### src/rtl/core/ehtp_pkg.sv
// ----------------------------------------------------------------------------
// ehtp_pkg
// Types, codes and reset values shared by the health test and packer blocks.
// ----------------------------------------------------------------------------
package ehtp_pkg;

  localparam int unsigned WindowSizeDef = 1024;

  localparam int unsigned OutputBytesW = 16;
  localparam int unsigned SampleCountW = 20;
  localparam int unsigned RepeatCutW   = 10;
  localparam int unsigned PropCutW     = 11;
  localparam int unsigned ByteIndexW   = 16;
  localparam int unsigned PaddrW       = 4;
  localparam int unsigned PdataW       = 32;

  localparam logic [OutputBytesW-1:0] OutputBytesRst = 16'd32;
  localparam logic [SampleCountW-1:0] SampleCountRst = 20'd256;
  localparam logic [RepeatCutW-1:0]   RepeatCutRst   = 10'd81;
  localparam logic [PropCutW-1:0]     PropCutRst     = 11'd914;

  localparam logic [1:0] RegOutputBytes = 2'd0;
  localparam logic [1:0] RegSampleCount = 2'd1;
  localparam logic [1:0] RegRepeatCut   = 2'd2;
  localparam logic [1:0] RegPropCut     = 2'd3;

  typedef enum logic [1:0] {
    StatusBusy    = 2'd0,
    StatusDone    = 2'd1,
    StatusFail    = 2'd2,
    StatusInvalid = 2'd3
  } status_e;

  typedef struct packed {
    logic [OutputBytesW-1:0] output_bytes;
    logic [SampleCountW-1:0] sample_count;
    logic [RepeatCutW-1:0]   repeat_cutoff;
    logic [PropCutW-1:0]     proportion_cutoff;
  } cfg_t;

  typedef struct packed {
    logic                  byte_valid;
    logic [7:0]            data_byte;
    logic [ByteIndexW-1:0] byte_index;
    status_e               status;
    logic                  last;
  } result_t;

endpackage

### src/rtl/core/ehtp_cfg.sv
// ----------------------------------------------------------------------------
// ehtp_cfg
// Configuration registers behind a simple APB-style port.
// ----------------------------------------------------------------------------
module ehtp_cfg (
  input  logic                          clk_i,
  input  logic                          rst_ni,
  input  logic                          psel,
  input  logic                          penable,
  input  logic                          pwrite,
  input  logic [ehtp_pkg::PaddrW-1:0]   paddr,
  input  logic [ehtp_pkg::PdataW-1:0]   pwdata,
  output logic [ehtp_pkg::PdataW-1:0]   prdata,
  output logic                          pready,
  output ehtp_pkg::cfg_t                cfg_o
);
  import ehtp_pkg::*;

  cfg_t       cfg_q;
  logic [1:0] reg_idx;
  logic       wr_en;

  assign reg_idx = paddr[3:2];
  assign wr_en   = psel & penable & pwrite;
  assign pready  = 1'b1;
  assign cfg_o   = cfg_q;

  always_ff @(posedge clk_i or negedge rst_ni) begin
    if (!rst_ni) begin
      cfg_q.output_bytes      <= OutputBytesRst;
      cfg_q.sample_count      <= SampleCountRst;
      cfg_q.repeat_cutoff     <= RepeatCutRst;
      cfg_q.proportion_cutoff <= PropCutRst;
    end else if (wr_en) begin
      case (reg_idx)
        RegOutputBytes: cfg_q.output_bytes      <= pwdata[OutputBytesW-1:0];
        RegSampleCount: cfg_q.sample_count      <= pwdata[SampleCountW-1:0];
        RegRepeatCut:   cfg_q.repeat_cutoff     <= pwdata[RepeatCutW-1:0];
        RegPropCut:     cfg_q.proportion_cutoff <= pwdata[PropCutW-1:0];
        default: ;
      endcase
    end
  end

  always_comb begin
    case (reg_idx)
      RegOutputBytes: prdata = PdataW'(cfg_q.output_bytes);
      RegSampleCount: prdata = PdataW'(cfg_q.sample_count);
      RegRepeatCut:   prdata = PdataW'(cfg_q.repeat_cutoff);
      RegPropCut:     prdata = PdataW'(cfg_q.proportion_cutoff);
      default:        prdata = '0;
    endcase
  end

endmodule

### src/rtl/core/ehtp_health.sv
// ----------------------------------------------------------------------------
// ehtp_health
// Repetition count and adaptive proportion tests on the raw noise bit.
// ----------------------------------------------------------------------------
module ehtp_health #(
  parameter int unsigned WINDOW_SIZE = ehtp_pkg::WindowSizeDef
) (
  input  logic                              clk_i,
  input  logic                              rst_ni,
  input  logic                              sample_bit_i,
  input  logic                              update_i,
  input  logic                              clear_i,
  input  logic [ehtp_pkg::RepeatCutW-1:0]   repeat_cutoff_i,
  input  logic [ehtp_pkg::PropCutW-1:0]     proportion_cutoff_i,
  output logic                              pass_o
);
  import ehtp_pkg::*;

  localparam int unsigned WinW = $clog2(WINDOW_SIZE);

  logic                  have_q, prev_q, ref_q;
  logic [RepeatCutW-1:0] run_q, run_d;
  logic [PropCutW-1:0]   matches_q;
  logic [WinW-1:0]       pos_q, pos_next;

  logic                  same, rep_fail, win_start, match, prop_fail;
  logic [RepeatCutW:0]   run_inc;
  logic [PropCutW:0]     match_inc;
  logic [WinW:0]         pos_inc;

  always_comb begin
    same      = have_q & (sample_bit_i == prev_q);
    run_inc   = {1'b0, run_q} + 1'b1;
    rep_fail  = same & (run_inc >= {1'b0, repeat_cutoff_i});
    run_d     = same ? run_inc[RepeatCutW-1:0] : RepeatCutW'(1);
    win_start = (pos_q == '0);
    match     = !win_start & (sample_bit_i == ref_q);
    match_inc = {1'b0, matches_q} + 1'b1;
    prop_fail = match & (match_inc >= {1'b0, proportion_cutoff_i});
    pos_inc   = {1'b0, pos_q} + 1'b1;
    pos_next  = (pos_inc >= (WinW+1)'(WINDOW_SIZE)) ? '0 : pos_inc[WinW-1:0];
    pass_o    = !rep_fail & !prop_fail;
  end

  always_ff @(posedge clk_i or negedge rst_ni) begin
    if (!rst_ni) begin
      have_q    <= 1'b0;
      prev_q    <= 1'b0;
      run_q     <= '0;
      ref_q     <= 1'b0;
      matches_q <= '0;
      pos_q     <= '0;
    end else if (clear_i) begin
      have_q    <= 1'b0;
      prev_q    <= 1'b0;
      run_q     <= '0;
      ref_q     <= 1'b0;
      matches_q <= '0;
      pos_q     <= '0;
    end else if (update_i) begin
      have_q <= 1'b1;
      prev_q <= sample_bit_i;
      run_q  <= run_d;
      if (win_start) begin
        ref_q     <= sample_bit_i;
        matches_q <= PropCutW'(1);
        pos_q     <= WinW'(1);
      end else begin
        if (match) begin
          matches_q <= match_inc[PropCutW-1:0];
        end
        pos_q <= pos_next;
      end
    end
  end

endmodule

### src/rtl/core/ehtp_pack.sv
// ----------------------------------------------------------------------------
// ehtp_pack
// Request bookkeeping, byte packing and result formation.
// ----------------------------------------------------------------------------
module ehtp_pack (
  input  logic                clk_i,
  input  logic                rst_ni,
  input  logic                fire_i,
  input  logic                sample_bit_i,
  input  logic                pass_i,
  input  ehtp_pkg::cfg_t      cfg_i,
  output logic                keep_o,
  output logic                emit_o,
  output ehtp_pkg::result_t   result_o
);
  import ehtp_pkg::*;

  logic [SampleCountW-1:0] seen_q, seen_inc, limit;
  logic [7:0]              shift_q, shift_new;
  logic [ByteIndexW-1:0]   bytes_q;
  logic [2:0]              bit_pos;
  logic                    invalid, packing, byte_now, done;

  always_comb begin
    limit     = SampleCountW'({cfg_i.output_bytes, 3'b000});
    invalid   = (seen_q == '0) &
                ((cfg_i.output_bytes == '0) | (cfg_i.sample_count < limit));
    packing   = seen_q < limit;
    bit_pos   = seen_q[2:0];
    shift_new = shift_q | (8'(sample_bit_i) << bit_pos);
    byte_now  = packing & (bit_pos == 3'd7);
    seen_inc  = seen_q + 1'b1;
    done      = seen_inc >= cfg_i.sample_count;
    keep_o    = !invalid & pass_i & !done;
    emit_o    = invalid | !pass_i | done | byte_now;

    result_o = '{byte_valid: 1'b0, data_byte: 8'd0, byte_index: '0,
                 status: StatusBusy, last: 1'b0};
    if (invalid) begin
      result_o.status = StatusInvalid;
      result_o.last   = 1'b1;
    end else if (!pass_i) begin
      result_o.status = StatusFail;
      result_o.last   = 1'b1;
    end else begin
      if (byte_now) begin
        result_o.byte_valid = 1'b1;
        result_o.data_byte  = shift_new;
        result_o.byte_index = bytes_q;
      end
      if (done) begin
        result_o.status = StatusDone;
        result_o.last   = 1'b1;
      end
    end
  end

  always_ff @(posedge clk_i or negedge rst_ni) begin
    if (!rst_ni) begin
      seen_q  <= '0;
      shift_q <= '0;
      bytes_q <= '0;
    end else if (fire_i) begin
      if (!keep_o) begin
        seen_q  <= '0;
        shift_q <= '0;
        bytes_q <= '0;
      end else begin
        seen_q <= seen_inc;
        if (byte_now) begin
          shift_q <= '0;
          bytes_q <= bytes_q + 1'b1;
        end else if (packing) begin
          shift_q <= shift_new;
        end
      end
    end
  end

endmodule

### src/rtl/core/entropy_health_test_packer.sv
// ----------------------------------------------------------------------------
// entropy_health_test_packer
// Runs repetition count and adaptive proportion tests on raw noise bits and
// packs the passing bits of each request into bytes.
//
// One noise bit is offered per item on the sample channel; results leave on
// the result channel. Both channels move an item at a rising edge where valid
// is high and stall is low. An accepted bit is held in an input register and
// processed once the result register is free, when the tests, the byte
// packing and the request bookkeeping are evaluated together and written into
// the result register. The block takes one item in every cycle while the
// receiver does not stall; the single processing stage, whose test state is
// updated at each processed item, sets that rate. Items that neither complete
// a byte nor end a request produce no result. When the receiver stalls, the
// result register holds its item and the input register fills; the sample
// stall rises once both are occupied. Reset clears all test and packing state
// and loads the register defaults (32 bytes, 256 samples, cutoffs 81 and 914).
// The user must write registers over the APB-style port only while no item
// is in flight; the block does not enforce this.
// ----------------------------------------------------------------------------
module entropy_health_test_packer #(
  parameter int unsigned WINDOW_SIZE = ehtp_pkg::WindowSizeDef
) (
  input  logic                              clk_i,
  input  logic                              rst_ni,
  input  logic                              psel,
  input  logic                              penable,
  input  logic                              pwrite,
  input  logic [ehtp_pkg::PaddrW-1:0]       paddr,
  input  logic [ehtp_pkg::PdataW-1:0]       pwdata,
  output logic [ehtp_pkg::PdataW-1:0]       prdata,
  output logic                              pready,
  input  logic                              sample_valid_i,
  output logic                              sample_stall_o,
  input  logic                              sample_bit_i,
  output logic                              result_valid_o,
  input  logic                              result_stall_i,
  output logic                              byte_valid_o,
  output logic [7:0]                        data_byte_o,
  output logic [ehtp_pkg::ByteIndexW-1:0]   byte_index_o,
  output logic [1:0]                        status_o,
  output logic                              last_o
);
  import ehtp_pkg::*;

  cfg_t    cfg;
  result_t result, result_q;
  logic    in_valid_q, bit_q, out_valid_q;
  logic    out_free, fire, accept, pass, keep, emit;

  assign out_free       = !out_valid_q | !result_stall_i;
  assign fire           = in_valid_q & out_free;
  assign sample_stall_o = in_valid_q & !fire;
  assign accept         = sample_valid_i & !sample_stall_o;

  ehtp_cfg u_cfg (
    .clk_i   (clk_i),
    .rst_ni  (rst_ni),
    .psel    (psel),
    .penable (penable),
    .pwrite  (pwrite),
    .paddr   (paddr),
    .pwdata  (pwdata),
    .prdata  (prdata),
    .pready  (pready),
    .cfg_o   (cfg)
  );

  ehtp_health #(
    .WINDOW_SIZE (WINDOW_SIZE)
  ) u_health (
    .clk_i               (clk_i),
    .rst_ni              (rst_ni),
    .sample_bit_i        (bit_q),
    .update_i            (fire & keep),
    .clear_i             (fire & !keep),
    .repeat_cutoff_i     (cfg.repeat_cutoff),
    .proportion_cutoff_i (cfg.proportion_cutoff),
    .pass_o              (pass)
  );

  ehtp_pack u_pack (
    .clk_i        (clk_i),
    .rst_ni       (rst_ni),
    .fire_i       (fire),
    .sample_bit_i (bit_q),
    .pass_i       (pass),
    .cfg_i        (cfg),
    .keep_o       (keep),
    .emit_o       (emit),
    .result_o     (result)
  );

  always_ff @(posedge clk_i or negedge rst_ni) begin
    if (!rst_ni) begin
      in_valid_q  <= 1'b0;
      out_valid_q <= 1'b0;
    end else begin
      if (accept) begin
        in_valid_q <= 1'b1;
      end else if (fire) begin
        in_valid_q <= 1'b0;
      end
      if (out_free) begin
        out_valid_q <= fire & emit;
      end
    end
  end

  always_ff @(posedge clk_i) begin
    if (accept) begin
      bit_q <= sample_bit_i;
    end
    if (out_free) begin
      result_q <= result;
    end
  end

  assign result_valid_o = out_valid_q;
  assign byte_valid_o   = result_q.byte_valid;
  assign data_byte_o    = result_q.data_byte;
  assign byte_index_o   = result_q.byte_index;
  assign status_o       = result_q.status;
  assign last_o         = result_q.last;

endmodule

### config.mk
export PLATFORM = sky130hd
export DESIGN_NAME = entropy_health_test_packer
export DESIGN_NICKNAME = d
export VERILOG_FILES = /design/src/rtl/core/ehtp_pkg.sv /design/src/rtl/core/ehtp_cfg.sv /design/src/rtl/core/ehtp_health.sv /design/src/rtl/core/ehtp_pack.sv /design/src/rtl/core/entropy_health_test_packer.sv
export SDC_FILE = /design/constraint.sdc
export NUM_CORES = 1
export LEC_CHECK = 0
export BUFFER_PORTS_ARGS = -buffer_cell sky130_fd_sc_hd__buf_2
export CAP_MARGIN = 25
export CORE_MARGIN = 2
export CORE_UTILIZATION = 54
export CTS_CLUSTER_SIZE = 25
export DETAILED_ROUTE_END_ITERATION = 7
export PLACE_DENSITY = 0.77
export SETUP_SLACK_MARGIN = 0.05
export SKIP_CTS_REPAIR_TIMING = 1
export SLEW_MARGIN = 40
export SYNTH_ARGS = -nofsm -noshare
export SYNTH_HDL_FRONTEND = slang
export SYNTH_HIERARCHICAL = 1
export SYNTH_SLANG_ARGS = --single-unit
### constraint.sdc
create_clock -name clk_i -period 5.16 [get_ports clk_i]
set_input_delay 0.516 -clock clk_i [delete_from_list [all_inputs] [get_ports clk_i]]
set_output_delay 0.516 -clock clk_i [all_outputs]
set_load 0.05 [all_outputs]
Word level (Yosys, flattened, before mapping)
Index checks and enable logic that the tools add are counted.
W data, S select, Z words.

cells by class
  add/subtract/negate cells = 5
  magnitude comparators = 6
  equal/unequal tests = 8
  shifts and indexed selects = 1
  multiplexer cells = 30
  bitwise logic cells = 25
  reduce and logical (&&, ||, !) cells = 29

operator list
  cell                     count
  $pmux W32 S4             1
  $mux W10                 7
  $mux W11                 4
  $lt A20 B19 Y1           2
  $mux W16                 2
  $mux W25                 1
  $mux W8                  3
  $add A10 B1 Y11 const B  2
  $add A20 B1 Y20 const B  1
  $ge A20 B20 Y1           1
  $logic_not A20 Y1        1
  $mux W20                 1
  $and A1 B1 Y1            17
  $add A16 B1 Y16 const B  1
  $logic_not A16 Y1        1
  $reduce_and A2 Y1        8
  $add A11 B1 Y12 const B  1
  $ge A12 B11 Y1           1
  $ge A11 B10 Y1           1
  $ge A11 B11 Y1 const B   1
  $logic_not A1 Y1         11
  $logic_not A10 Y1        1
  $mux W1                  9
  $or A8 B8 Y8             1
  other kinds (15)         25

storage, ports and cells
  register bits after elaboration = 166
  input bits = 44
  output and inout bits = 63
  logic and storage cells = 126

Longest topological paths before layout
Gate-level depths: netlist of run 1.

  word-level depth = 12
  depth in mapped cells = 27
  depth with buffers taken out = 21

By module
Netlist of run 1, hierarchy kept.

by module, submodules not included
  module                      instances  cells an instance  area each (sq um)  seq. area each (sq um)
  ehtp_pack                   1          511                4043.9             1101.1
  ehtp_cfg                    1          172                2683.8             1438.9
  ehtp_health                 1          279                2466.1             850.8
  entropy_health_test_packer  1          41                 982.2              920.9

Worst setup path after synthesis of run 1
No wires, ideal clock.

  kind = reg-to-reg
  start point = register u_pack.seen_q[0]
  end point = register u_health.matches_q[0]
  library setup time = 0.125 ns
  arrival = 4.789 ns
  required time = 5.035 ns
  path slack = 0.246 ns
  stages on the path, launching flop included = 25
  buffers on the path = 5
  period minus slack after synthesis = 4.914 ns
  cells stage by stage = dfrtp_1 > ha_1 > nand3_1 > nor2_1 > nand3_1 > nor2_1 > nand3_1 > nor3_1 > xor2_1 > ha_1 > and4_1 > a221o_1 > a31o_1 > buf_2 > or2_1 > buf_4 > inv_2 > buf_2 > and3b_1 > clkbuf_1 > nor2_1 > inv_1 > o31ai_1 > buf_2 > mux2_2

between the ends
  cells in the longest elaborated chain, start to end = 9
  elaborated cells between the ends (all ways) = 15
  classes of those cells = add/sub (1); order compare (1); mux (1); bitwise (5); reduce/logical (7)

RTL lines
  what                                                                line                              text
  from (decl)                                                         ehtp_pack.sv:18                   logic [SampleCountW-1:0] seen_q, seen_inc, limit;
  from (signal assigned)                                              ehtp_pack.sv:69                   seen_q <= seen_inc;
  branches (longest 4 deep; another with $add A20 B1 Y20)             -
  $and A1 B1 Y1 *                                                     ehtp_pack.sv:34                   keep_o = !invalid & pass_i & !done;
  via keep                                                            entropy_health_test_packer.sv:49  logic out_free, fire, accept, pass, keep, emit;
  $logic_not A1 Y1                                                    -
  $and A1 B1 Y1                                                       entropy_health_test_packer.sv:76  .clear_i (fire & !keep),
  $reduce_bool A3 Y1 (no line) or $reduce_bool A2 Y1 (tied branches)  -
  $reduce_and A2 Y1 (no line)                                         -
  to (signal assigned)                                                ehtp_health.sv:66                 matches_q <= PropCutW'(1);
  to (signal assigned)                                                ehtp_health.sv:70                 matches_q <= match_inc[PropCutW-1:0];
  to (decl)                                                           ehtp_health.sv:23                 logic [PropCutW-1:0] matches_q;

Mark *: on every way through the listed nets, which the timed path passes.
A chain may end at the register's enable or synchronous reset.

Worst setup path in the final report of run 1
  start point = register u_health.matches_q[1]
  end point = register u_health.matches_q[0]

between the ends
  cells in the longest elaborated chain, start to end = 11
  elaborated cells between the ends (all ways) = 14
  classes of those cells = add/sub (1); order compare (1); mux (1); bitwise (6); reduce/logical (5)

RTL lines
  what                                                                line                              text
  $add A11 B1 Y12 *                                                   ehtp_health.sv:38                 match_inc = {1'b0, matches_q} + 1'b1;
  $ge A12 B11 Y1 *                                                    ehtp_health.sv:39                 prop_fail = match & (match_inc >= {1'b0, proportion_cutoff_i});
  $and A1 B1 Y1 *                                                     ehtp_health.sv:39
  $logic_not A1 Y1 *                                                  ehtp_health.sv:42                 pass_o = !rep_fail & !prop_fail;
  $and A1 B1 Y1 *                                                     ehtp_health.sv:42
  via pass                                                            entropy_health_test_packer.sv:49
  $and A1 B1 Y1 * (2 in a row)                                        ehtp_pack.sv:34
  via keep                                                            entropy_health_test_packer.sv:49
  $logic_not A1 Y1                                                    -
  $and A1 B1 Y1                                                       entropy_health_test_packer.sv:76
  $reduce_bool A3 Y1 (no line) or $reduce_bool A2 Y1 (tied branches)  -
  $reduce_and A2 Y1 (no line)                                         -

Mark *: on every way through the listed nets, which the timed path passes. The rest lies on a longest branch.

==> results of run 1 <==
[cells in the final DEF, fill, tap and decap left out, drive strengths merged, types with 12 or more instances in the layout]
| master | count |
|---|---|
| a211oi | 13 |
| a21oi | 57 |
| and2 | 17 |
| and3 | 17 |
| buf | 101 |
| clkbuf | 18 |
| conb | 13 |
| dfrtp | 127 |
| edfxtp | 29 |
| ha | 79 |
| inv | 91 |
| mux2 | 58 |
| nand2 | 83 |
| nand3 | 42 |
| nand4 | 16 |
| nor2 | 50 |
| nor3 | 27 |
| o21ai | 40 |
| xnor2 | 24 |
| xor2 | 12 |
[metal layers]
layer  share of wire  wire length, um  up-vias
li1                -                -     3762
met1            0.44            10400     3955
met2            0.50            11900      224
met3           0.040              952       47
met4           0.023              556        0
met5               0                0        -
[power groups by stage]
stage	sequential (W)	combinational [W]	clock (W)
2_1_floorplan	0.00202	0.00154	0
3_3_place_gp	0.00195	0.00212	0
3_5_place_dp	0.00197	0.00219	0
4_1_cts	0.00195	0.00221	0.00140
5_1_grt	0.00200	0.00247	0.00146
6_report	0.00196	0.00225	0.00138
[flip-flops by register name, summed over array words and instances, names as in the netlist]
name                cells
u_health/have_q         1
data_byte_o             8
byte_valid_o            1
u_cfg/cfg_o            57
in_valid_q              1
u_health/prev_q         1
u_health/pos_q         10
status_o                2
u_health/ref_q          1
bit_q                   1
byte_index_o           16
u_health/run_q         10
u_pack/seen_q          20
u_pack/shift_q          8
u_pack/bytes_q         16
last_o                  1
u_health/matches_q     11
result_valid_o          1
[critical path, cell delays in order, from the launching register on]
cell and delay, ns:
dfrtp_1 0.45, ha_4 0.20, inv_1 0.06, or4_4 0.52
nor2_1 0.14, xor2_1 0.22, ha_1 0.28, nor2b_1 0.14
o311ai_1 0.27, o31ai_1 0.15, a211oi_1 0.25, buf_4 0.19
nand2_1 0.05, o21ai_1 0.20, a21oi_4 0.04, or2_1 0.27
inv_2 0.08, and3b_2 0.30, nor2_1 0.16, inv_1 0.09
o31ai_1 0.08, buf_4 0.22, mux2_2 0.34
[cells by family after synthesis]
kind of cell	after synthesis	share of synthesized area
AND/OR/NAND/NOR	302	0.152
AO/OA/AOI/OAI	202	0.131
flip-flops	166	0.424
buffers and inverters	137	0.0641
adder cells (fa/ha/maj)	79	0.0971
multiplexers	79	0.101
XOR/XNOR	36	0.0310
other	2	0.000738
[layout make-up]
type	count	area [um2]	area share
clock buffer	18	439	0.0384
clock inverter	14	196	0.0172
inverter	87	327	0.0286
multi-input combinational	711	5290	0.463
sequential	166	4310	0.377
tap	234	293	0.0256
timing repair buffer	101	571	0.0499
[metrics by stage]
step | hold WS (ns) | total power, W | utilization | instances | setup slack [ns]
final | 0.103 | 0.00558 | 0.615 | 1331 | 0.337
after global routing | 0.149 | 0.00592 | 0.615 | 1331 | 0.0418
after CTS | 0.126 | 0.00556 | 0.613 | 1329 | 0.134
after detailed placement | 0.511 | 0.00415 | 0.579 | 1297 | 0.153
after global placement | 0.501 | 0.00407 | 0.578 | 1297 | 0.257
after floorplan | 0.220 | 0.00356 | - | 1014 | 0.246
[worst max-delay path by stage]
stage                                 startpoint                           endpoint  cells past startpoint
2_1_floorplan       u_pack/seen_q[0]$_DFFE_PN0P_  u_health/matches_q[0]$_DFFE_PN0P_                     24
3_5_place_dp   u_health/matches_q[1]$_DFFE_PN0P_  u_health/matches_q[0]$_DFFE_PN0P_                     22
6_report       u_health/matches_q[1]$_DFFE_PN0P_  u_health/matches_q[0]$_DFFE_PN0P_                     22
5_1_grt             u_pack/seen_q[0]$_DFFE_PN0P_  u_health/matches_q[0]$_DFFE_PN0P_                     20
3_3_place_gp   u_health/matches_q[1]$_DFFE_PN0P_  u_health/matches_q[0]$_DFFE_PN0P_                     22
4_1_cts        u_health/matches_q[1]$_DFFE_PN0P_  u_health/matches_q[0]$_DFFE_PN0P_                     22
==> flow_summary_export.csv, run 1 <==
group,metric,value,unit
worst_setup_path,critPathKind,"reg -> reg",
logic_synthesis,synth_ff_type,"dfrtp_1",
logic_synthesis,ys_ff_latch,166,
cts,clock_path_buffers,2,
cts,clkSlewWorstSetupHoldPaths,0.06,ns
detailed_routing,ant_nets,0,
global_route,gr-usage-all-layers,0.245,
layout,area_delta_synth_final,12.3,%
die,die-area,0.0200,mm2
layout,n_antenna_cell,0,
global_route,gr-total-overflow,0,
cts,cts_tree,"done",
sta,fin_crit_sh,0.935,
pwr,combPwrFrac,0.403,
sta,report.final.slew_viol_count,0,
worst_setup_path,worst_r2r_endpoint,"u_health/matches_q[0]$_DFFE_PN0P_",
detailed_routing,via_count,7988,
logic_synthesis,yosys-top-cells-area,"dfrtp_1, ha_1, edfxtp_1",
run_status,status,"finished, final reports clean",
pwr,ir_drop,0.303,mV
worst_setup_path,crit_fanout,11,
layout,drive_gt1_frac,0.214,
logic_synthesis,async_flop_share,0.825,
sta,max_freq,207,MHz
sta,tightest_slew,0.726,ns
pwr,power_frac_clock,0.247,
sta,slew_headroom,0.516,
logic_synthesis,synth_area_leader_cell,"dfrtp_1",
die,die_w,141,um
detailed_routing,drtIter0Drc,653,
worst_setup_path,r2r_slack,0.34,ns
die,core,0.0186,mm2
placement,portBuffers,79,
global_route,grt_use_met3,0.0462,
logic_synthesis,synth_edf_count,29,
sta,finalSetupViolCount,0,
logic_synthesis,yosysSeqAreaShare,0.424,
global_route,grt_max_degree,94,
job,max_cap_viol_count,0,
logic_synthesis,synth.most_common_cell,"dfrtp_1",
worst_setup_path,timing.rr.start,"u_health/matches_q[1]$_DFFE_PN0P_",
cts,clockRootBuffer,"clkbuf_16",
die,ios,107,
pwr,intPower,0.00331,W
logic_synthesis,ys_warn_count,6,
cts,cts.sinks,166,
placement,dpl_cell_area,0.0108,mm2
pwr,p_per_area,489,mW/mm2
cts,cts_buffers,17,
sta,fin_skew,0.00977,ns
logic_synthesis,synthesis.instances,1003,
worst_setup_path,cp.required,5.48,ns
pwr,p_sw_frac,0.407,
worst_setup_path,rr_worst_depth,22,
detailed_routing,viasPerCell,6.00,
pwr,seqPwrFrac,0.350,
worst_setup_path,start_kind,"flop",
worst_setup_path,worstPathArrival,5.14,ns
die,row_count,50,
pwr,p_switching,0.00227,W
sta,timing.final.hold_violations,0,
detailed_routing,drc,0,
logic_synthesis,synth_commonest_cells,"dfrtp_1, inv_1, nand2_1, ha_1, a21oi_1",
sta,period_needed,4.82,ns
pwr,p_leak,5.38,nW
die,die_y,141,um
detailed_routing,dr.pass1.iters,8,
layout,fin_nets,1207,
global_route,antenna_found_initial,0,
global_route,grt_most_used_layer,"met2",
global_route,grt_pass1_wl,39000,um
sta,tns,0,ns
hold_path,hold_class,"in -> async",
worst_setup_path,crit_path_end_kind,"flop",
logic_synthesis,syn_area_per_cell,10.1,um2
placement,gp_congestion,0.871,
detailed_routing,wirelength,23800,um
die,initial_utilization,0.548,
placement,dpl.hpwl,16800,um
global_route,grt_pass1_vias,7886,
logic_synthesis,synth_top_area_frac,0.312,
detailed_routing,route.detailed.wl_per_inst,17.9,um
global_route,use_met2,0.418,
layout,fillers,1492,
logic_synthesis,synthDistinctLibCells,74,
logic_synthesis,syn_area,0.0102,mm2
sta,rsz0062_at_grt,"yes",
global_route,use_met1,0.313,
cts,htreeDepth,4,
cts,worstSkewPairLatency,0.44,ns
layout,final_area,0.0114,mm2
No activity file was read; power rests on OpenSTA's default activity.
==> run 2, diff against run 1 <==
--- a/config.mk
+++ b/config.mk
@@ -8,13 +8,12 @@
 export BUFFER_PORTS_ARGS = -buffer_cell sky130_fd_sc_hd__buf_2
 export CAP_MARGIN = 25
 export CORE_MARGIN = 2
-export CORE_UTILIZATION = 54
+export CORE_UTILIZATION = 60
 export CTS_CLUSTER_SIZE = 25
 export DETAILED_ROUTE_END_ITERATION = 7
-export PLACE_DENSITY = 0.77
+export PLACE_DENSITY = 0.81
 export SETUP_SLACK_MARGIN = 0.05
 export SKIP_CTS_REPAIR_TIMING = 1
-export SLEW_MARGIN = 40
 export SYNTH_ARGS = -nofsm -noshare
 export SYNTH_HDL_FRONTEND = slang
 export SYNTH_HIERARCHICAL = 1
==> constraint.sdc (replaced) <==
create_clock -name clk_i -period 6.19 [get_ports clk_i]
set_input_delay 0.619 -clock clk_i [delete_from_list [all_inputs] [get_ports clk_i]]
set_output_delay 0.619 -clock clk_i [all_outputs]
set_load 0.05 [all_outputs]
==> run 2 against run 1 <==
Register-to-register slack better by 0.33 ns. Critical path depth is 2 lower. Wire length is 1.4% lower. Clock skew hardly changed. Non-clock buffer count is 9 lower. Worst hold slack better by 0.081 ns. Flip-flop and latch count stayed put. Critical path type unchanged. Largest power group unchanged.
==> flow_summary_export.csv, run 2 (synthesis results as in run 1) <==
group,metric,value,unit
run_status,status,"finished, final reports clean",
layout,multi_input_area,0.00526,mm2
detailed_routing,via_count,7954,
worst_setup_path,crit_path_end_kind,"flop",
global_route,grt_pass1_wl,39100,um
sta,fin_skew,0.00958,ns
cts,cts_tree,"done",
cts,clock_path_buffers,2,
die,core,0.0166,mm2
sta,fin_ws,0.667,ns
worst_setup_path,path_cells,"ha_1, inv_1, or4_4, nor2_1, xor2_1, ha_1, nor2b_1, o311ai_0, o31ai_1, a211oi_1, o31ai_1, o21ai_1, a21oi_4, or2_1, inv_2, and3b_1, buf_4, nor3_2, a21oi_1, o21ai_0",
placement,post-place-ws,0.789,ns
sta,max_freq,181,MHz
worst_setup_path,worst-path-buf-inv,3,
worst_setup_path,worstPathArrival,5.86,ns
pwr,power_frac_clock,0.237,
placement,gp_congestion,0.867,
sta,fin_crit_sh,0.892,
sta,timing.final.hold_violations,0,
die,die-area,0.0180,mm2
worst_setup_path,crit_fanout,18,
sta,slew_headroom,0.444,
layout,fillers,1289,
worst_setup_path,r2r_slack,0.67,ns
layout,seq_area,0.00431,mm2
layout,area_delta_synth_final,10.8,%
pwr,p_per_area,402,mW/mm2
placement,dpl.hpwl,16300,um
layout,final_core_util,0.680,
detailed_routing,viasPerCell,6.08,
sta,tns,0,ns
sta,rsz0062_at_grt,"no",
worst_setup_path,cp_slowest_cell,"a211oi_1",
cts,worstSkewPairLatency,0.43,ns
worst_setup_path,rr_worst_depth,20,
cts,htreeDepth,4,
detailed_routing,wirelength,23500,um
sta,tightest_slew,0.835,ns
die,initial_utilization,0.614,
worst_setup_path,worst_r2r_endpoint,"u_health/matches_q[6]$_DFFE_PN0P_",
worst_setup_path,timing.rr.start,"u_health/matches_q[0]$_DFFE_PN0P_",
layout,fin_nets,1198,
hold_path,hold_class,"in -> async",
detailed_routing,route.detailed.wl_per_inst,17.9,um
die,die_w,134,um
pwr,ir_drop,0.313,mV
global_route,gr-total-overflow,0,
die,ios,107,
global_route,grt_max_degree,73,
pwr,combPwrFrac,0.402,
sta,period_needed,5.52,ns
global_route,gr-usage-all-layers,0.272,
detailed_routing,dr.pass1.iters,5,
cts,clockRootBuffer,"clkbuf_16",
layout,largest_reg_flops,57,
global_route,grt_pass1_vias,7950,
global_route,antenna_found_initial,0,
die,die_y,134,um
detailed_routing,ant_nets,0,
sta,report.final.slew_viol_count,0,
worst_setup_path,cp.required,6.53,ns
die,row_count,47,
worst_setup_path,critPathKind,"reg -> reg",
detailed_routing,drtIter0Drc,609,
pwr,p_leak,5.31,nW
placement,portBuffers,79,
layout,final_common_cell,"dfrtp_1",
layout,mostFrequentLayoutCells,"dfrtp_1, inv_1, nand2_1",
cts,cts_buffers,17,
cts,cts.sinks,166,
worst_setup_path,critPathMaxStageDelay,0.59,ns
detailed_routing,drc,0,
pwr,p_switching,0.00190,W
job,max_cap_viol_count,0,
sta,finalSetupViolCount,0,
layout,n_antenna_cell,0,
worst_setup_path,start_kind,"flop",
cts,clkSlewWorstSetupHoldPaths,0.07,ns
pwr,p_sw_frac,0.419,
pwr,intPower,0.00263,W
layout,drive_gt1_frac,0.201,
pwr,seqPwrFrac,0.361,
worst_setup_path,critPathTopFamily,"compound AO/OA/AOI/OAI gates",
[run 2: worst max-delay path by stage]
stage	from	to	slack [ns]	cells after the start
5_1_grt	u_health/matches_q[0]$_DFFE_PN0P_	u_health/matches_q[6]$_DFFE_PN0P_	0.23	20
2_1_floorplan	u_pack/seen_q[0]$_DFFE_PN0P_	u_health/matches_q[0]$_DFFE_PN0P_	1.28	24
4_1_cts	u_health/matches_q[0]$_DFFE_PN0P_	u_health/matches_q[6]$_DFFE_PN0P_	0.73	19
3_3_place_gp	u_health/matches_q[0]$_DFFE_PN0P_	u_health/matches_q[8]$_DFFE_PN0P_	0.97	20
3_5_place_dp	u_health/matches_q[0]$_DFFE_PN0P_	u_health/matches_q[6]$_DFFE_PN0P_	0.79	19
6_report	u_health/matches_q[0]$_DFFE_PN0P_	u_health/matches_q[6]$_DFFE_PN0P_	0.67	20
[run 2: per-layer routing]
metal,global-route usage,routed length (um)
met5,0,0
met4,0.107,614
met3,0.0450,1030
met2,0.462,11900
met1,0.350,9930
[run 2: layout make-up]
type                    instances  area share
clock inverters                14      0.0151
multi-input cells             711       0.467
well taps                     220      0.0244
inverters                      87      0.0290
repair buffers                 92      0.0443
flip-flops and latches        166       0.383
clock buffers                  18      0.0381
[run 2: stage by stage]
step	cells	power (W)	hold WS, ns	area (um2)
2_1_floorplan	1014	0.00296	0.323	10200
3_3_place_gp	1274	0.00336	0.493	10700
3_5_place_dp	1274	0.00343	0.507	10700
4_1_cts	1306	0.00453	0.220	11300
5_1_grt	1308	0.00481	0.237	11300
6_report	1308	0.00453	0.184	11300
[run 2: power groups by stage]
stage          clock, W  sequential, W  combinational, W
2_1_floorplan         0        0.00168           0.00128
3_3_place_gp          0        0.00164           0.00172
3_5_place_dp          0        0.00165           0.00178
4_1_cts         0.00109        0.00163           0.00181
5_1_grt         0.00114        0.00167           0.00200
6_report        0.00107        0.00164           0.00182
==> run 3, diff against run 2 <==
--- a/config.mk
+++ b/config.mk
@@ -16,5 +16,4 @@
 export SKIP_CTS_REPAIR_TIMING = 1
 export SYNTH_ARGS = -nofsm -noshare
 export SYNTH_HDL_FRONTEND = slang
-export SYNTH_HIERARCHICAL = 1
 export SYNTH_SLANG_ARGS = --single-unit
==> constraint.sdc (replaced) <==
create_clock -name clk_i -period 6.1 [get_ports clk_i]
set_input_delay 0.61 -clock clk_i [delete_from_list [all_inputs] [get_ports clk_i]]
set_output_delay 0.61 -clock clk_i [all_outputs]
set_load 0.05 [all_outputs]
==> run 3 against run 2 <==
Die area decreased by 0.55%. Clock power about the same. Final cell count grew 4.4%. Combinational power down 3%. Design area down 0.37%. Sequential power increased by 3%. Register-to-register slack better by 0.89 ns. Via count is 7.1% higher. Critical path type unchanged. Core utilization barely moved.
==> flow_summary_export.csv, run 3 <==
group,metric,value,unit
run_status,status,"finished, final reports clean",
layout,seq_area,0.00431,mm2
logic_synthesis,yosys-top-cells-area,"dfrtp_1, ha_1, edfxtp_1",
layout,area_delta_synth_final,11.0,%
logic_synthesis,syn_area,0.0101,mm2
cts,cts_buffers,17,
logic_synthesis,ys_warn_count,0,
global_route,gr-total-overflow,0,
logic_synthesis,synth_commonest_cells,"nand2_1, dfrtp_1, inv_1, ha_1, o21ai_0",
pwr,p_leak,5.27,nW
pwr,total_power,0.00454,W
detailed_routing,drtIter0Drc,774,
placement,gp_congestion,0.903,
worst_setup_path,critPathKind,"reg -> reg",
sta,report.final.slew_viol_count,0,
die,initial_utilization,0.612,
cts,cts_tree,"done",
logic_synthesis,yosysSeqAreaShare,0.426,
logic_synthesis,synth_area_leader_cell,"dfrtp_1",
cts,clkSlewWorstSetupHoldPaths,0.07,ns
hold_path,hold_class,"in -> async",
sta,tightest_slew,0.942,ns
global_route,grt_pass1_wl,41200,um
die,row_count,47,
sta,fin_crit_sh,0.744,
die,core,0.0165,mm2
worst_setup_path,crit_fanout,31,
detailed_routing,ant_nets,0,
detailed_routing,routed-wl-met3,1570,um
worst_setup_path,critPathMaxStageDelay,0.79,ns
logic_synthesis,synth_edf_count,29,
logic_synthesis,synth_top_area_frac,0.314,
job,max_cap_viol_count,0,
logic_synthesis,async_flop_share,0.825,
global_route,grt_pass1_vias,8108,
placement,dpl.hpwl,17300,um
global_route,grt_max_degree,72,
detailed_routing,via_count,8518,
logic_synthesis,synthDistinctLibCells,61,
die,ios,107,
placement,portBuffers,79,
cts,clock_path_buffers,2,
worst_setup_path,start_kind,"flop",
sta,finalSetupViolCount,0,
layout,multi_input_area,0.00518,mm2
layout,final_common_cell,"nand2_1",
sta,max_freq,220,MHz
cts,clockRootBuffer,"clkbuf_16",
worst_setup_path,worst-path-buf-inv,2,
detailed_routing,wl_met1,10400,um
pwr,p_per_area,404,mW/mm2
global_route,antenna_found_initial,0,
layout,n_antenna_cell,0,
logic_synthesis,synthesis.instances,1072,
worst_setup_path,setup.worst_path.start,"u_pack.seen_q[2]$_DFFE_PN0P_",
layout,fin_nets,1256,
worst_setup_path,worstPathArrival,4.86,ns
cts,worstSkewPairLatency,0.44,ns
detailed_routing,viasPerCell,6.24,
layout,mostFrequentLayoutCells,"nand2_1, dfrtp_1, inv_1",
worst_setup_path,path_cells,"and4_1, nand3_1, nor4_1, buf_4, and3_1, xor2_1, ha_1, and4_1, nand2_1, o41ai_1, nor2_4, buf_4, a41o_1, o2bb2ai_1",
layout,drive_gt1_frac,0.161,
cts,htreeDepth,4,
layout,fillers,1274,
cts,cts.sinks,166,
worst_setup_path,timing.rr.start,"u_pack.seen_q[2]$_DFFE_PN0P_",
die,die-area,0.0179,mm2
logic_synthesis,ys_ff_latch,166,
sta,timing.final.hold_violations,0,
detailed_routing,wl_met2,12400,um
global_route,gr-usage-all-layers,0.291,
detailed_routing,wirelength,25200,um
sta,slew_headroom,0.372,
pwr,ir_drop,0.274,mV
detailed_routing,dr.pass1.iters,7,
sta,fin_skew,0.0101,ns
sta,tns,0,ns
sta,rsz0062_at_grt,"no",
die,die_y,134,um
sta,period_needed,4.54,ns
logic_synthesis,syn_area_per_cell,9.44,um2
detailed_routing,drc,0,
layout,largest_reg_flops,57,
logic_synthesis,synth_ff_type,"dfrtp_1",
detailed_routing,highest_layer,"met4",
worst_setup_path,crit_path_end_kind,"flop",
die,die_w,134,um
detailed_routing,route.detailed.wl_per_inst,18.5,um
worst_setup_path,critPathTopFamily,"simple AND/OR/NAND/NOR gates",
worst_setup_path,cp_slowest_cell,"o41ai_1",
worst_setup_path,cp.required,6.42,ns
logic_synthesis,synth.most_common_cell,"nand2_1",
-- run 3: logic make-up (layout without fill, tap and decap cells) --
| family | Yosys count | count (layout) | share of synthesized area |
|---|---|---|---|
| adders and majority gates | 79 | 79 | 0.0977 |
| AOI/OAI and AO/OA | 212 | 212 | 0.136 |
| other | 2 | 13 | 0.000742 |
| and+or+nand+nor | 373 | 373 | 0.184 |
| xor gates and xnor gates | 30 | 30 | 0.0260 |
| buffers and inverters | 162 | 225 | 0.0667 |
| DFF | 166 | 166 | 0.426 |
| muxes | 48 | 48 | 0.0634 |
-- run 3: final timing paths --
check	to	slack (ns)	cells past startpoint
worst max register to register	u_health.matches_q[8]$_DFFE_PN0P_	1.56	14
worst min-delay path	u_cfg.cfg_o[53]$_DFFE_PN0P_	0.17	1
worst min register to register	u_health.have_q$_DFFE_PN0P_	0.50	2
worst max-delay path	u_health.matches_q[8]$_DFFE_PN0P_	1.56	14
min in group clk_i	bit_q$_DFFE_PP_	0.34	1
max in group asynchronous	u_pack.seen_q[7]$_DFFE_PN0P_	4.50	2
-- run 3: final cells by class --
| type | instances | share of cell area |
|---|---|---|
| clock buffer | 18 | 0.0382 |
| sequential | 166 | 0.384 |
| timing repair buffer | 93 | 0.0451 |
| clock inverter | 14 | 0.0131 |
| tap | 220 | 0.0245 |
| inverter | 100 | 0.0334 |
| multi-input combinational | 755 | 0.462 |
-- run 3: metal layers --
metal	global-route usage	vias to the layer above
li1	-	3961
met1	0.380	4142
met2	0.485	348
met3	0.0476	67
met4	0.121	0
met5	0	-
-- run 3: where the power goes --
group	total, W	switching (W)	internal, W	leakage (nW)
clock	0.00108	0.000476	0.000607	0.274
combinational	0.00177	0.00116	0.000612	2.92
sequential	0.00169	0.000273	0.00141	2.08
total	0.00454	0.00191	0.00263	5.27
-- run 3: through the flow --
step,hold WS (ns),utilization,cells,area [um2],setup slack [ns]
floorplan,0.314,-,1083,10200,2.23
global placement,0.474,0.645,1334,10700,1.64
detailed placement,0.478,0.645,1334,10700,1.61
CTS,0.202,0.680,1366,11200,1.59
global route,0.234,0.680,1366,11200,1.16
finish,0.171,0.680,1366,11200,1.56
